[src/rtl/bcd_clock_time_setter_macros.svh]
// assertion macros for the rtc time setter
`ifndef BCD_CLOCK_TIME_SETTER_MACROS_SVH
`define BCD_CLOCK_TIME_SETTER_MACROS_SVH

`ifndef SYNTHESIS
// check that cons holds in the same cycle as ante
`define BCDTS_ASSERT_NOW(lbl, ante, cons) \
  lbl: assert property (@(posedge clk) disable iff (!rst_n) (ante) |-> (cons)) \
    else $error("bcd_clock_time_setter: same-cycle check failed");
// check that cons holds in the cycle after ante
`define BCDTS_ASSERT_NEXT(lbl, ante, cons) \
  lbl: assert property (@(posedge clk) disable iff (!rst_n) (ante) |=> (cons)) \
    else $error("bcd_clock_time_setter: next-cycle check failed");
`else
`define BCDTS_ASSERT_NOW(lbl, ante, cons)
`define BCDTS_ASSERT_NEXT(lbl, ante, cons)
`endif

`endif

[src/rtl/bcdts_pkg.sv]
`default_nettype none

package bcdts_pkg;

  // command codes
  typedef enum logic [2:0] {
    OP_HALT  = 3'd0,
    OP_MODE  = 3'd1,
    OP_SEC   = 3'd2,
    OP_MIN   = 3'd3,
    OP_HOUR  = 3'd4,
    OP_DATE  = 3'd5,
    OP_MONTH = 3'd6,
    OP_YEAR  = 3'd7
  } op_t;

  typedef struct packed {
    logic [4:0] tens;
    logic [3:0] units;
  } digits_t;

  localparam logic [6:0] SEC_RST   = 7'h00;
  localparam logic [6:0] MIN_RST   = 7'h00;
  localparam logic [6:0] HOUR_RST  = 7'h00;
  localparam logic [5:0] DATE_RST  = 6'h01;
  localparam logic [4:0] MONTH_RST = 5'h01;
  localparam logic [7:0] YEAR_RST  = 8'h14;

  localparam logic [7:0] MINSEC_TOP = 8'd59;
  localparam logic [7:0] H12_TOP    = 8'd12;
  localparam logic [7:0] H24_TOP    = 8'd23;
  localparam logic [7:0] YEAR_TOP   = 8'd99;

  // tens * 10 + units, nibbles taken as they are
  function automatic logic [7:0] bcd2bin(input logic [7:0] b);
    logic [7:0] t;
    t = {4'b0, b[7:4]};
    return (t << 3) + (t << 1) + {4'b0, b[3:0]};
  endfunction

  // split into decimal digits, reciprocal multiply exact below 1029
  function automatic digits_t div10(input logic [7:0] v);
    logic [15:0] prod;
    logic [7:0]  t;
    logic [7:0]  rem;
    digits_t     d;
    prod    = {8'b0, v} * 16'd205;
    d.tens  = prod[15:11];
    t       = {3'b0, d.tens};
    rem     = v - (t << 3) - (t << 1);
    d.units = rem[3:0];
    return d;
  endfunction

  function automatic logic [7:0] month_days(input logic [7:0] m, input logic leap);
    logic [7:0] lim;
    case (m)
      8'd2:                      lim = leap ? 8'd29 : 8'd28;
      8'd4, 8'd6, 8'd9, 8'd11:   lim = 8'd30;
      default:                   lim = 8'd31;
    endcase
    return lim;
  endfunction

  // binary day, month and two-digit year
  function automatic logic date_ok(input logic [7:0] d, input logic [7:0] m,
                                   input logic [7:0] y);
    logic leap;
    leap = (y[1:0] == 2'b00);
    return (y <= YEAR_TOP) && (m >= 8'd1) && (m <= 8'd12) && (d >= 8'd1) &&
           (d <= month_days(m, leap));
  endfunction

endpackage

`default_nettype wire

[src/rtl/bcd_clock_time_setter.sv]
// bcd real-time clock time setter
//
// input channel: in_valid / in_stall carry one command word (in_op,
// in_direction, in_flag). a word is taken at a rising edge with in_valid
// high and in_stall low.
// output channel: out_valid / out_stall carry one result word per command,
// holding the full register image (seconds with halt bit, minutes, hours
// with mode and pm bits, date, month, year) as it stands after the command.
// the command register feeds a single pass of bcd step, mode conversion
// and calendar check into the time registers, which double as the output
// register; a command moves on once the result slot is free. throughput:
// one command per cycle while out_stall is low.
// stall: while out_stall holds a pending result, the command register
// still takes one word; in_stall rises only when both stages are full.
// reset (rst_n low, synchronous): both channels empty, time 00:00:00 in
// 24-hour mode, halt clear, date 01/01, year 14.
`default_nettype none

`include "bcd_clock_time_setter_macros.svh"

module bcd_clock_time_setter (
  input  wire logic       clk,
  input  wire logic       rst_n,
  input  wire logic       in_valid,
  output logic            in_stall,
  input  wire logic [2:0] in_op,
  input  wire logic       in_direction,
  input  wire logic       in_flag,
  output logic            out_valid,
  input  wire logic       out_stall,
  output logic [7:0]      out_seconds_reg,
  output logic [6:0]      out_minutes_reg,
  output logic [6:0]      out_hours_reg,
  output logic [5:0]      out_date_reg,
  output logic [4:0]      out_month_reg,
  output logic [7:0]      out_year_reg
);

  // command stage
  logic             cmd_valid_r, cmd_valid_nxt;
  bcdts_pkg::op_t   op_r;
  logic             dir_r;
  logic             flag_r;

  // time registers, also the result word
  logic             res_valid_r, res_valid_nxt;
  logic             halt_r, halt_nxt;
  logic [6:0]       sec_r, sec_nxt;
  logic [6:0]       min_r, min_nxt;
  logic [6:0]       hour_r, hour_nxt;
  logic [5:0]       date_r, date_nxt;
  logic [4:0]       month_r, month_nxt;
  logic [7:0]       year_r, year_nxt;

  logic             res_free;
  logic             advance;
  logic             take_in;

  // binary views of the stored fields
  logic [7:0]       sec_v, min_v, h12_v, h24_v, day_v, mon_v, yr_v;

  // stepped value in binary, pm bit and calendar check
  logic [7:0]       bin_v;
  logic             pm_v;
  logic             cal_ok;
  bcdts_pkg::digits_t dig;

  // handshake: result slot frees when empty or being taken
  assign res_free = !res_valid_r || !out_stall;
  assign advance  = cmd_valid_r && res_free;
  assign in_stall = cmd_valid_r && !res_free;
  assign take_in  = in_valid && !in_stall;

  assign cmd_valid_nxt = take_in || (cmd_valid_r && !advance);
  assign res_valid_nxt = advance || (res_valid_r && out_stall);

  assign sec_v = bcdts_pkg::bcd2bin({1'b0, sec_r});
  assign min_v = bcdts_pkg::bcd2bin({1'b0, min_r});
  assign h12_v = bcdts_pkg::bcd2bin({3'b0, hour_r[4:0]});
  assign h24_v = bcdts_pkg::bcd2bin({2'b0, hour_r[5:0]});
  assign day_v = bcdts_pkg::bcd2bin({2'b0, date_r});
  assign mon_v = bcdts_pkg::bcd2bin({3'b0, month_r});
  assign yr_v  = bcdts_pkg::bcd2bin(year_r);

  // one step per command, all commands share the digit split below
  always_comb begin
    bin_v  = '0;
    pm_v   = 1'b0;
    cal_ok = 1'b0;
    case (op_r)
      bcdts_pkg::OP_HALT: begin
        bin_v = '0;
      end
      bcdts_pkg::OP_MODE: begin
        if (flag_r) begin
          // 24-hour to 12-hour
          if (h24_v >= bcdts_pkg::H12_TOP) begin
            pm_v  = 1'b1;
            bin_v = (h24_v > bcdts_pkg::H12_TOP) ? h24_v - bcdts_pkg::H12_TOP : h24_v;
          end else begin
            pm_v  = 1'b0;
            bin_v = (h24_v == 8'd0) ? bcdts_pkg::H12_TOP : h24_v;
          end
        end else begin
          // 12-hour to 24-hour
          pm_v = hour_r[5];
          if (pm_v && h12_v != bcdts_pkg::H12_TOP) begin
            bin_v = h12_v + bcdts_pkg::H12_TOP;
          end else if (!pm_v && h12_v == bcdts_pkg::H12_TOP) begin
            bin_v = 8'd0;
          end else begin
            bin_v = h12_v;
          end
        end
      end
      bcdts_pkg::OP_SEC: begin
        if (dir_r) begin
          bin_v = (sec_v < bcdts_pkg::MINSEC_TOP) ? sec_v + 8'd1 : 8'd0;
        end else begin
          bin_v = (sec_v != 8'd0) ? sec_v - 8'd1 : bcdts_pkg::MINSEC_TOP;
        end
      end
      bcdts_pkg::OP_MIN: begin
        if (dir_r) begin
          bin_v = (min_v < bcdts_pkg::MINSEC_TOP) ? min_v + 8'd1 : 8'd0;
        end else begin
          bin_v = (min_v != 8'd0) ? min_v - 8'd1 : bcdts_pkg::MINSEC_TOP;
        end
      end
      bcdts_pkg::OP_HOUR: begin
        if (hour_r[6]) begin
          // 1..12, pm flips on either wrap
          pm_v = hour_r[5];
          if (dir_r) begin
            if (h12_v < bcdts_pkg::H12_TOP) begin
              bin_v = h12_v + 8'd1;
            end else begin
              bin_v = 8'd1;
              pm_v  = !hour_r[5];
            end
          end else begin
            if (h12_v > 8'd1) begin
              bin_v = h12_v - 8'd1;
            end else begin
              bin_v = bcdts_pkg::H12_TOP;
              pm_v  = !hour_r[5];
            end
          end
        end else begin
          if (dir_r) begin
            bin_v = (h24_v < bcdts_pkg::H24_TOP) ? h24_v + 8'd1 : 8'd0;
          end else begin
            bin_v = (h24_v != 8'd0) ? h24_v - 8'd1 : bcdts_pkg::H24_TOP;
          end
        end
      end
      // a step out of range (day or month 0, year below zero wrapping to 255) fails the calendar check
      bcdts_pkg::OP_DATE: begin
        bin_v  = dir_r ? day_v + 8'd1 : day_v - 8'd1;
        cal_ok = bcdts_pkg::date_ok(bin_v, mon_v, yr_v);
      end
      bcdts_pkg::OP_MONTH: begin
        bin_v  = dir_r ? mon_v + 8'd1 : mon_v - 8'd1;
        cal_ok = bcdts_pkg::date_ok(day_v, bin_v, yr_v);
      end
      bcdts_pkg::OP_YEAR: begin
        bin_v  = dir_r ? yr_v + 8'd1 : yr_v - 8'd1;
        cal_ok = bcdts_pkg::date_ok(day_v, mon_v, bin_v);
      end
      default: begin
        bin_v = '0;
      end
    endcase
  end

  assign dig = bcdts_pkg::div10(bin_v);

  // write back, tens digit truncated to the width of its field
  always_comb begin
    halt_nxt  = halt_r;
    sec_nxt   = sec_r;
    min_nxt   = min_r;
    hour_nxt  = hour_r;
    date_nxt  = date_r;
    month_nxt = month_r;
    year_nxt  = year_r;
    if (advance) begin
      halt_nxt = (op_r == bcdts_pkg::OP_HALT) ? flag_r : 1'b0;
      case (op_r)
        bcdts_pkg::OP_HALT: begin
          sec_nxt = sec_r;
        end
        bcdts_pkg::OP_MODE: begin
          // same mode leaves the hour alone
          if (hour_r[6] != flag_r) begin
            if (flag_r) begin
              hour_nxt = {1'b1, pm_v, dig.tens[0], dig.units};
            end else begin
              hour_nxt = {1'b0, dig.tens[1:0], dig.units};
            end
          end
        end
        bcdts_pkg::OP_SEC: begin
          sec_nxt = {dig.tens[2:0], dig.units};
        end
        bcdts_pkg::OP_MIN: begin
          min_nxt = {dig.tens[2:0], dig.units};
        end
        bcdts_pkg::OP_HOUR: begin
          if (hour_r[6]) begin
            hour_nxt = {1'b1, pm_v, dig.tens[0], dig.units};
          end else begin
            hour_nxt = {1'b0, dig.tens[1:0], dig.units};
          end
        end
        bcdts_pkg::OP_DATE: begin
          if (cal_ok) begin
            date_nxt = {dig.tens[1:0], dig.units};
          end
        end
        bcdts_pkg::OP_MONTH: begin
          if (cal_ok) begin
            month_nxt = {dig.tens[0], dig.units};
          end
        end
        bcdts_pkg::OP_YEAR: begin
          if (cal_ok) begin
            year_nxt = {dig.tens[3:0], dig.units};
          end
        end
        default: begin
          sec_nxt = sec_r;
        end
      endcase
    end
  end

  always_ff @(posedge clk) begin
    if (!rst_n) begin
      cmd_valid_r <= 1'b0;
      res_valid_r <= 1'b0;
      halt_r      <= 1'b0;
      sec_r       <= bcdts_pkg::SEC_RST;
      min_r       <= bcdts_pkg::MIN_RST;
      hour_r      <= bcdts_pkg::HOUR_RST;
      date_r      <= bcdts_pkg::DATE_RST;
      month_r     <= bcdts_pkg::MONTH_RST;
      year_r      <= bcdts_pkg::YEAR_RST;
    end else begin
      cmd_valid_r <= cmd_valid_nxt;
      res_valid_r <= res_valid_nxt;
      halt_r      <= halt_nxt;
      sec_r       <= sec_nxt;
      min_r       <= min_nxt;
      hour_r      <= hour_nxt;
      date_r      <= date_nxt;
      month_r     <= month_nxt;
      year_r      <= year_nxt;
    end
  end

  // command word, no reset needed
  always_ff @(posedge clk) begin
    if (take_in) begin
      op_r   <= bcdts_pkg::op_t'(in_op);
      dir_r  <= in_direction;
      flag_r <= in_flag;
    end
  end

  assign out_valid       = res_valid_r;
  assign out_seconds_reg = {halt_r, sec_r};
  assign out_minutes_reg = min_r;
  assign out_hours_reg   = hour_r;
  assign out_date_reg    = date_r;
  assign out_month_reg   = month_r;
  assign out_year_reg    = year_r;

  // calendar fields always form a valid date
  `BCDTS_ASSERT_NOW(a_cal_valid, 1'b1, bcdts_pkg::date_ok(day_v, mon_v, yr_v))
  // seconds and minutes stay proper bcd below 60
  `BCDTS_ASSERT_NOW(a_sec_bcd, 1'b1, sec_r[6:4] <= 3'd5 && sec_r[3:0] <= 4'd9)
  `BCDTS_ASSERT_NOW(a_min_bcd, 1'b1, min_r[6:4] <= 3'd5 && min_r[3:0] <= 4'd9)
  // any command but set-halt clears halt
  `BCDTS_ASSERT_NEXT(a_halt_clear, advance && op_r != bcdts_pkg::OP_HALT, !halt_r && out_valid)
  // back-pressure only with a command waiting
  `BCDTS_ASSERT_NOW(a_stall_full, in_stall, cmd_valid_r && res_valid_r)

endmodule

`default_nettype wire
[config.mk]
export PLATFORM = sky130hd
export DESIGN_NAME = bcd_clock_time_setter
export DESIGN_NICKNAME = d
export VERILOG_FILES = /design/src/rtl/bcdts_pkg.sv /design/src/rtl/bcd_clock_time_setter.sv
export VERILOG_INCLUDE_DIRS = /design/src /design/src/rtl
export SDC_FILE = /design/constraint.sdc
export NUM_CORES = 1
export LEC_CHECK = 0
export BUFFER_PORTS_ARGS = -buffer_cell sky130_fd_sc_hd__buf_2
export CAP_MARGIN = 20
export CORE_UTILIZATION = 68
export DETAILED_ROUTE_END_ITERATION = 10
export PLACE_DENSITY = 0.88
export SETUP_SLACK_MARGIN = 0.2
export SYNTH_ARGS = -nofsm -noshare
export SYNTH_HDL_FRONTEND = slang
export SYNTH_SLANG_ARGS = --single-unit
[constraint.sdc]
create_clock -name clk -period 19.3 [get_ports clk]
set_input_delay 0 -clock clk [delete_from_list [all_inputs] [get_ports clk]]
set_output_delay 0 -clock clk [all_outputs]
set_load 0.03 [all_outputs]
==> summary.md, run 1 <==
| Metric | Value |
|---|---|
| Status | `finished clean` |
| CP top delay family | `adder cells` |
| Num CTS Buffers | `5` |
| Reg2reg path depth | `31` |
| Root buf cell | `clkbuf_8` |
| Share of cells above drive strength 1 | `9.82%` |
| Crit Path Class | `reg2reg` |
| Hold path depth | `2` |
| Slowest stage cell, crit path | `fa_1` |
| Fmax | `111 MHz` |
| Hold Path Class | `in2reg` |
| Clk_lat worst skew | `330 ps` |
| Setup TNS | `0 ps` |
| Worst hold slack | `405 ps` |
| Vias/cell | `6.62` |
| CP bufs+invs | `6` |
| Synthesized flop and latch total | `48` |
| Synthesis Warnings | `0` |
| Worst-path clk slew | `100 ps` |
| Synth cell types | `86` |
| Routed wire per std cell | `19.8 um` |
| Final Cycle Share | `46.5%` |
| WL final | `20.3 mm` |
| H-Tree Level Count | `2` |
| Post-DP HPWL | `15.8 mm` |
| Ys flop type | `dfxtp_1` |
| Core area | `0.00982 sq mm` |
| Post-synth EDFFs | `5` |
| Reg2reg start | `dir_r` |
| Total track usage | `38.9%` |
| # port buffers | `51` |
| Post-CTS Setup Bufs | `0` |
| PwrDens | `57.7 mW/mm^2` |
| Avg Inst Size Synth | `8.01 sq um` |
| DRC Markers | `0` |
| Grt total ovfl | `0` |
| Area of the die | `0.0105 sq mm` |
| Commonest non-fill, non-tap cell in the layout | `ha_1` |
| Slew Limit Fails | `0` |
| Leakage Power | `3.67 nW` |
| Reg2Reg Setup Slack | `10320 ps` |
| Die Wd | `103 um` |
| Final Hold Viols | `0` |
| Critical Path Source Type | `register` |
| Sequential share of the synthesized area | `14.7%` |
| Area of the multi-input gates | `0.00544 sq mm` |
| Crit-path max FO | `51` |
| Starting DRT DRC Count | `434` |
| Worst VDD drop | `0.0456 mV` |
| Max reg flops | `8` |
| Slew @ Worst Pin | `1130 ps` |
| Number of global-route vias before repair | `6255` |
| Final ANT Viol Nets | `0` |
| Post-CTS Hold Buffers | `8` |
| Max stage delay on crit path | `580 ps` |
| First-pass GRT wire length | `31.6 mm` |
| Gpl congestion | `1.13` |
| Clock Tree Buf Depth | `2` |
| Max-cap viol count | `0` |
| Largest net degree at the start of global routing | `52` |
| Most frequent cells in the layout | `105 x ha_1, 86 x nor2_1, 76 x inv_1` |
| Filler instances | `780` |
| WP data arrival | `9240 ps` |
| Setup Viol. Count Final | `0` |
| Setup Skew | `12.2 ps` |
| Number of antenna violations at the first check in global routing | `0` |
| Slew margin rel. | `24.3%` |
| Syn Nets | `994` |
| Initial Util | `70.2%` |
| I/O pins | `52` |
| Area delta synth->final | `6.88%` |
| Via count of the routed design | `6812` |
| Top cell by count, worst path | `inv_1` |
| Worst Hold End | `op_r[1]` |
| Beginning of the worst hold path | `in_op[1]` |
| DRT Pass-1 Iters | `5` |
| Std-Cell Rows | `36` |
| Cell area after synthesis | `0.00689 sq mm` |
| Capturing point of the worst reg2reg path | `out_minutes_reg[2]` |
| TritonCTS clock tree | `built` |
| RSZ-0062 raised after global routing | `false` |
| Post-CTS sizing | `0` |
| Reg area | `0.00101 sq mm` |
| Crit path time final | `8980 ps` |
| Endpoint type of the worst setup path | `register` |
| Layout net count | `1029` |
| FFs w/ async S/R, synth | `0%` |
| Mapped Cells | `860` |
| Total Power | `425 uW` |
| Data required time of the worst path | `19570 ps` |
| Die H | `103 um` |
| Final Util | `75.0%` |
| # diodes | `0` |
| TritonCTS Sinks | `48` |
-- worst reg2reg max path: cells and delay by family (launching register included) --
| kind | cells | cell delay, ps |
|---|---|---|
| flip-flops | 1 | 340 |
| AND/OR/NAND/NOR | 6 | 1080 |
| XOR/XNOR | 2 | 820 |
| multiplexers | 1 | 200 |
| adder cells (fa/ha/maj) | 7 | 3080 |
| buffers and inverters | 6 | 1620 |
| AO/OA/AOI/OAI | 9 | 1820 |
-- worst max path at each step --
stage / from / slack [ps] / cells after the start / endpoint
after floorplan: out_minutes_reg[6] / 11970 / 28 / sec_r[2]
final: dir_r / 10320 / 31 / out_minutes_reg[2]
after detailed placement: dir_r / 10670 / 31 / out_minutes_reg[2]
after global routing: dir_r / 9890 / 31 / out_minutes_reg[2]
after CTS: dir_r / 10580 / 31 / out_minutes_reg[2]
after global placement: out_minutes_reg[6] / 10980 / 27 / out_date_reg[2]
-- kinds of logic (layout without fill, tap and decap cells) --
family                   count (synthesis)  after routing  synth area share (%)
buffers and inverters                  113            149                  6.56
adder cells (fa/ha/maj)                125            125                  24.9
multiplexers                            38             38                  5.57
XOR/XNOR                                57             57                  7.84
flip-flops                              48             48                  14.7
AND/OR/NAND/NOR                        267            267                  19.3
AO/OA/AOI/OAI                          212            212                  21.1
-- cell usage after synthesis (all sizes together) (5+ instances only) --
cell / count / area [sq um]
nand2b: 8 / 50.1
dfxtp: 43 / 861
xnor2: 35 / 340
clkbuf: 19 / 71.3
nor3b: 7 / 57.6
o211ai: 9 / 67.6
o21a: 6 / 45.0
buf: 15 / 83.8
nor3: 13 / 81.3
o21ai: 35 / 179
fa: 20 / 400
mux2i: 35 / 350
edfxtp: 5 / 150
and2: 7 / 43.8
nor4: 8 / 50.1
a21oi: 50 / 254
a31oi: 13 / 81.3
a211o: 6 / 52.6
or2: 5 / 31.3
o22ai: 6 / 37.5
nand3: 22 / 110
inv: 78 / 293
a211oi: 9 / 67.6
ha: 105 / 1310
nor2b: 15 / 93.8
o31ai: 9 / 67.6
a221oi: 5 / 43.8
and3: 10 / 62.6
nor2: 86 / 323
xor2: 22 / 200
a21o: 15 / 113
nand4: 15 / 93.8
nand2: 56 / 213
-- power by group --
group	switching [mW]	leakage, nW	internal (mW)
combinational	0.156	3.22	0.0912
clock	0.0416	0.0495	0.0267
sequential	0.00612	0.396	0.104
total	0.204	3.67	0.221
-- final cells by class --
cell class	instances	share of cell area [%]
Multi-Input combinational cell	699	73.8
Sequential cell	48	13.7
Timing Repair Buffer	62	4.93
Inverter	79	4.03
Tap cell	133	2.26
Clock buffer	5	0.934
Clock inverter	3	0.323
-- stage by stage --
step	cell area [sq um]	std cells	worst slack, ps
3_3_place_gp	7180	1012	10980
5_1_grt	7360	1029	9890
2_1_floorplan	6890	860	11970
6_report	7360	1029	10320
4_1_cts	7350	1028	10580
3_5_place_dp	7180	1012	10670
-- per-layer routing --
metal	global-route usage (%)	vias up	share of wire, %
li1	-	3181	-
met1	51.5	3194	42
met2	63.0	373	46
met3	7.39	64	8.9
met4	14.4	0	3.3
met5	0	-	0
Power figures use the tool's default switching activity.
==> inputs of run 2 (changes only) <==
- CORE_UTILIZATION: 68 -> 57
- PLACE_DENSITY: 0.88 -> 0.78
- clock period: 19.3 -> 7.3 ns (I/O delays scaled with it)
==> run 2 against run 1 <==
Against the previous run:
- critical endpoint is now sec_r[3]
- register-to-register slack lost 10000 ps
- the flow now finishes with violations (design-rule violations, negative setup slack)
- core utilization fell by 1.1 points
- highest routed layer unchanged
- sequential share of layout area is 1.7 points lower
- wire length rose by 7.5%
- global-route usage decreased by 4.5 points
- non-clock buffer count increased by 94
- fmax grew 21%
- die area grew 19%
- clock skew is 7.7 ps lower
- via count rose by 4.3%
- clock-buffer cell count up 1
- largest cell class unchanged
- final cell count is 10% higher
==> summary.md, run 2 (synthesis results as in run 1) <==
| Metric | Value |
|---|---|
| Setup TNS | `-571 ps` |
| Max-cap viol count | `0` |
| Status | `complete, but fails checks` |
| H-Tree Level Count | `2` |
| Most frequent cells in the layout | `97 x ha_1, 94 x buf_4, 85 x nor2_1` |
| Top cell by count, worst path | `fa_1` |
| Post-DP HPWL | `16.0 mm` |
| Endpoint type of the worst setup path | `register` |
| Finished Layout Cells | `1133` |
| Switching Share | `42.6%` |
| First-pass GRT wire length | `34.5 mm` |
| Total track usage | `34.4%` |
| Crit-path max FO | `6` |
| Max stage delay on crit path | `560 ps` |
| Critical Path Source Type | `register` |
| Setup ws final | `-122 ps` |
| Share of cells above drive strength 1 | `24.9%` |
| Failing checks | `design-rule violations, negative setup slack` |
| Worst hold slack | `44.6 ps` |
| Logic pwr share | `60.5%` |
| Slowest stage cell, crit path | `fa_2` |
| Area after DPL | `0.00787 sq mm` |
| Number of global-route vias before repair | `6763` |
| Slew margin rel. | `27.1%` |
| CP bufs+invs | `6` |
| Setup Skew | `4.56 ps` |
| Area of the die | `0.0125 sq mm` |
| Root buf cell | `clkbuf_16` |
| Internal power | `848 uW` |
| Num CTS Buffers | `5` |
| Data required time of the worst path | `7440 ps` |
| Layout net count | `1123` |
| Sw Pwr | `629 uW` |
| Levels on crit path | `30` |
| Commonest non-fill, non-tap cell in the layout | `ha_1` |
| Leakage Power | `4.25 nW` |
| Reg2Reg Setup Slack | `-120 ps` |
| Worst-path clk slew | `70 ps` |
| Hold path depth | `2` |
| Reg2reg path depth | `30` |
| Largest net degree at the start of global routing | `51` |
| # port buffers | `51` |
| Crit path time final | `7420 ps` |
| Fmax | `135 MHz` |
| Routed wire per std cell | `19.3 um` |
| Grt total ovfl | `0` |
| PwrDens | `172 mW/mm^2` |
| Slew Limit Fails | `0` |
| Clk pwr share | `20.3%` |
| TritonCTS clock tree | `built` |
| Hold Path Class | `in2reg` |
| Final Util | `73.9%` |
| DRC Markers | `5` |
| Via count of the routed design | `7102` |
| Clock Tree Buf Depth | `2` |
| CP top delay family | `adder cells` |
| Sequential share of power | `19.2%` |
| WL final | `21.9 mm` |
| # diodes | `0` |
| Gpl congestion | `0.977` |
| Die Wd | `112 um` |
| Final Instance Area | `0.00858 sq mm` |
| Slew @ Worst Pin | `1090 ps` |
| WP data arrival | `7560 ps` |
| DRT Pass-1 Iters | `9` |
| Die H | `112 um` |
| Final ANT Viol Nets | `0` |
| Number of antenna violations at the first check in global routing | `0` |
| Worst VDD drop | `0.136 mV` |
| Core area | `0.0116 sq mm` |
| I/O pins | `52` |
| RSZ-0062 raised after global routing | `true` |
| Vias/cell | `6.27` |
| Final Hold Viols | `0` |
| Max reg flops | `8` |
| Area delta synth->final | `24.5%` |
| Initial Util | `59.3%` |
| Std-Cell Rows | `39` |
| Setup Viol. Count Final | `11` |
| TritonCTS Sinks | `48` |
| Crit Path Class | `reg2reg` |
| Starting DRT DRC Count | `671` |
| Dpl cells | `1104` |
| Final Cycle Share | `102%` |
| Clk_lat worst skew | `300 ps` |
[run 2: cell count changes in the layout (fill, tap and decap cells not counted), moves of 6 or more]
cell,change
a21oi_1,-7
clkbuf_16,+6
dfxtp_1,-13
a21oi_2,+6
dfxtp_2,+10
xnor2_1,-7
buf_4,+92
ha_4,+8
ha_1,-8
[run 2: path summary, 6_finish.rpt]
| kind | from | to |
|---|---|---|
| setup / recovery | out_year_reg[6] | sec_r[3] |
| hold / removal | rst_n | out_year_reg[2] |
| setup reg to reg | out_year_reg[6] | sec_r[3] |
| hold reg to reg | halt_r | halt_r |
[run 2: final cells by class]
type | instances | area [sq um]
multi-input combinational | 699 | 5800
fill | 862 | 3040
timing repair buffer | 156 | 1080
sequential | 48 | 1030
inverter | 79 | 299
tap | 143 | 179
clock buffer | 6 | 150
clock inverter | 2 | 38.8
[run 2: what timing repair did]
action	in CTS	in global routing
resized for setup	28	34
pin swaps	29	27
buffers inserted	9	5
hold endpoints to repair	7	0
setup endpoints to repair	24	29
hold buffers	7	0
[run 2: worst register-to-register path: cells and delay by family, from the launching register on]
family | cells | cell delay (ps)
multiplexers | 2 | 330
AND/OR/NAND/NOR | 3 | 610
adder cells (fa/ha/maj) | 8 | 3370
XOR/XNOR | 3 | 460
flip-flops | 1 | 330
buffers and inverters | 6 | 520
AO/OA/AOI/OAI | 8 | 1660
[run 2: per-stage QoR]
| step | setup WS (ps) | power, mW |
|---|---|---|
| 6_report | -122 | 1.48 |
| 3_5_place_dp | -143 | 0.979 |
| 5_1_grt | -348 | 1.56 |
| 2_1_floorplan | 200 | 0.763 |
| 4_1_cts | 162 | 1.36 |
| 3_3_place_gp | -27.4 | 0.964 |
[run 2: per-layer routing]
| metal | share of wire, % | GRT usage, % | wire, um |
|---|---|---|---|
| met1 | 42 | 45.9 | 9090 |
| met3 | 8.4 | 4.52 | 1840 |
| met2 | 47 | 57.0 | 10200 |
| met5 | 0 | 0 | 0 |
| met4 | 3.2 | 12.4 | 708 |
[run 2: power groups by stage]
stage	clock [mW]	combinational, mW	sequential (mW)
finish	0.300	0.893	0.284
global route	0.310	0.963	0.285
CTS	0.298	0.779	0.283
detailed placement	0	0.689	0.289
floorplan	0	0.467	0.297
global placement	0	0.675	0.289
==> inputs of run 3 (changes only) <==
- ABC_AREA: unset -> 1
- BUFFER_PORTS_ARGS: -buffer_cell sky130_fd_sc_hd__buf_2 -> unset
- CORE_UTILIZATION: 57 -> 60
- DONT_BUFFER_PORTS: unset -> 1
==> run 3 against run 2 <==
Against the previous run:
- the flow now finishes without violations
- first-iteration DRC count up 13%
- flip-flop and latch count unchanged
- sequential share of layout area up 0.86 points
- non-clock buffer count down 96
- largest cell class unchanged
==> summary.md, run 3 <==
| Metric | Value |
|---|---|
| Status | `finished clean` |
| Reg area | `0.00101 sq mm` |
| Crit Path Class | `reg2reg` |
| FFs w/ async S/R, synth | `0%` |
| Cell area after synthesis | `0.00693 sq mm` |
| Crit-path max FO | `6` |
| Endpoint type of the worst setup path | `register` |
| Vias/cell | `5.92` |
| I/O pins | `52` |
| Switching Share | `48.8%` |
| TritonCTS clock tree | `built` |
| Data required time of the worst path | `7500 ps` |
| Final ANT Viol Nets | `0` |
| Critical Path Source Type | `register` |
| Slew @ Worst Pin | `943 ps` |
| Worst-path clk slew | `80 ps` |
| Logic pwr share | `61.7%` |
| Clk pwr share | `17.8%` |
| Post-synth EDFFs | `5` |
| Setup Viol. Count Final | `0` |
| Sequential share of the synthesized area | `14.6%` |
| Initial Util | `62.9%` |
| WP data arrival | `7110 ps` |
| DRC Markers | `0` |
| Sequential share of power | `20.5%` |
| Synthesis Warnings | `0` |
| Top cell by count, worst path | `inv_1` |
| Post-DP HPWL | `15.8 mm` |
| PwrDens | `177 mW/mm^2` |
| H-Tree Level Count | `2` |
| Number of global-route vias before repair | `6572` |
| WL final | `20.9 mm` |
| Syn Nets | `1162` |
| Synth cell types | `56` |
| Std-Cell Rows | `38` |
| Worst VDD drop | `0.135 mV` |
| Grt total ovfl | `0` |
| Setup TNS | `0 ps` |
| Max-cap viol count | `0` |
| Hold path depth | `1` |
| Largest net degree at the start of global routing | `33` |
| Synthesized flop and latch total | `48` |
| Reg2reg start | `out_year_reg[3]` |
| Max stage delay on crit path | `560 ps` |
| Ys flop type | `dfxtp_1` |
| TritonCTS Sinks | `48` |
| Routed wire per std cell | `17.2 um` |
| Hold Path Class | `in2reg` |
| Share of cells above drive strength 1 | `13.1%` |
| Top cells by count, synth | `194 x inv_1, 179 x nand2_1, 105 x ha_1, 76 x nor2_1, 75 x a21oi_1` |
| Filler instances | `936` |
| # diodes | `0` |
| Area of the die | `0.0120 sq mm` |
| Die Wd | `110 um` |
| Final Cycle Share | `94.7%` |
| Gpl congestion | `0.998` |
| CP top delay family | `adder cells` |
| Die H | `110 um` |
| Crit path time final | `6910 ps` |
| Leakage Power | `4.19 nW` |
| Fmax | `145 MHz` |
| Slowest stage cell, crit path | `fa_2` |
| Area of the multi-input gates | `0.00528 sq mm` |
| # port buffers | `0` |
| Layout net count | `1209` |
| CP bufs+invs | `6` |
| Reg2reg path depth | `32` |
| Slew margin rel. | `36.9%` |
| RSZ-0062 raised after global routing | `false` |
| Most frequent cells in the layout | `190 x inv_1, 178 x nand2_1, 97 x ha_1` |
| Total track usage | `34.4%` |
| Final Hold Viols | `0` |
| Slew Limit Fails | `0` |
| Avg Inst Size Synth | `6.75 sq um` |
| Most frequent cell after synthesis | `inv_1` |
| Worst Hold End | `op_r[0]` |
| Internal power | `711 uW` |
| Total Power | `1.39 mW` |
| Num CTS Buffers | `5` |
| Number of antenna violations at the first check in global routing | `0` |
| Setup Skew | `6.69 ps` |
| Yosys top cell area share | `18.9%` |
| Mapped Cells | `1028` |
| Synth area leaders | `ha_1 19%, dfxtp_1 12%, inv_1 11%` |
| DRT Pass-1 Iters | `7` |
| Via count of the routed design | `7200` |
| Area delta synth->final | `13.0%` |
| Clk_lat worst skew | `310 ps` |
| Core area | `0.0110 sq mm` |
| Cell taking the most area after synthesis | `ha_1` |
| Max reg flops | `8` |
| Root buf cell | `clkbuf_16` |
| Sw Pwr | `679 uW` |
| Commonest non-fill, non-tap cell in the layout | `inv_1` |
| First-pass GRT wire length | `31.7 mm` |
| Beginning of the worst hold path | `in_op[0]` |
| Clock Tree Buf Depth | `2` |
| Reg2Reg Setup Slack | `390 ps` |
| Starting DRT DRC Count | `757` |
| Capturing point of the worst reg2reg path | `out_minutes_reg[3]` |
-- run 3: changes by cell type after synthesis, moves of 12 or more --
cell / previous run / this run
nand2_1: 55 / 179
inv_1: 76 / 194
nand3_1: 22 / 71
mux2i_1: 35 / 0
o21ai_0: 32 / 60
a21oi_1: 49 / 75
xnor2_1: 32 / 15
nor2b_1: 15 / 0
a21o_1: 15 / 1
nand2_2: 1 / 13
-- run 3: worst max-delay path by stage --
stage,start,endpoint,slack [ps],depth (start not counted)
after floorplan,out_year_reg[3],out_month_reg[2],580,30
after global placement,out_year_reg[3],sec_r[3],280,33
after detailed placement,out_year_reg[3],sec_r[3],20,31
after CTS,out_year_reg[3],sec_r[3],220,32
after global routing,out_year_reg[3],out_minutes_reg[3],140,36
final,out_year_reg[3],out_minutes_reg[3],390,32
-- run 3: layout make-up --
cell class	count	share of cell area, %
clock buffers	5	1.60
clock inverters	3	0.287
inverters	201	9.62
multi-input cells	759	67.3
flip-flops and latches	48	12.9
well taps	140	2.23
repair buffers	60	6.00
-- run 3: worst reg2reg max path, delay by kind of cell (launching register included) --
| kind | cells | cell delay [ps] |
|---|---|---|
| DFF | 1 | 330 |
| AOI/OAI and AO/OA | 5 | 1060 |
| xor gates and xnor gates | 1 | 220 |
| adders and majority gates | 9 | 3600 |
| and+or+nand+nor | 11 | 1240 |
| buffers and inverters | 6 | 360 |
-- run 3: stage by stage --
step	setup slack [ps]	area [sq um]	instances	utilization, %	hold slack, ps
after global routing	137	7840	1216	71.1	339
final	390	7840	1216	71.1	332
after detailed placement	20.0	7280	1184	66.0	98.9
after global placement	280	7280	1184	66.0	98.9
after floorplan	578	6930	1028	-	98.9
after CTS	220	7600	1203	68.9	335
-- run 3: power groups by stage --
stage | registers, mW | logic (mW) | clock network (mW)
finish | 0.284 | 0.858 | 0.248
global route | 0.285 | 0.933 | 0.258
CTS | 0.284 | 0.751 | 0.247
detailed placement | 0.290 | 0.703 | 0
global placement | 0.290 | 0.695 | 0
floorplan | 0.294 | 0.503 | 0
-- run 3: cells by family (layout without fill, tap and decap cells) --
| kind of cell | Yosys count | count (layout) | synth area share (%) |
|---|---|---|---|
| flip-flops | 48 | 48 | 14.6 |
| AND/OR/NAND/NOR | 399 | 399 | 26.2 |
| buffers and inverters | 221 | 269 | 12.3 |
| adder cells (fa/ha/maj) | 125 | 125 | 24.7 |
| AO/OA/AOI/OAI | 192 | 192 | 16.2 |
| XOR/XNOR | 43 | 43 | 6.08 |
-- run 3: timing repair --
| item | in CTS | in global routing |
|---|---|---|
| setup buffers | 3 | 13 |
| pin swaps | 6 | 23 |
| hold buffers | 8 | 0 |
| endpoints found under the setup margin | 12 | 20 |
| cloned | 0 | 0 |
| resized for setup | 11 | 33 |
| hold endpoints to repair | 27 | 0 |
-- run 3: per-layer routing --
layer | vias up | wire [um] | global-route usage, %
li1 | 3474 | - | -
met1 | 3272 | 8680 | 44.2
met2 | 396 | 9580 | 57.4
met3 | 58 | 2180 | 7.41
met4 | 0 | 469 | 11.0
met5 | - | 0 | 0
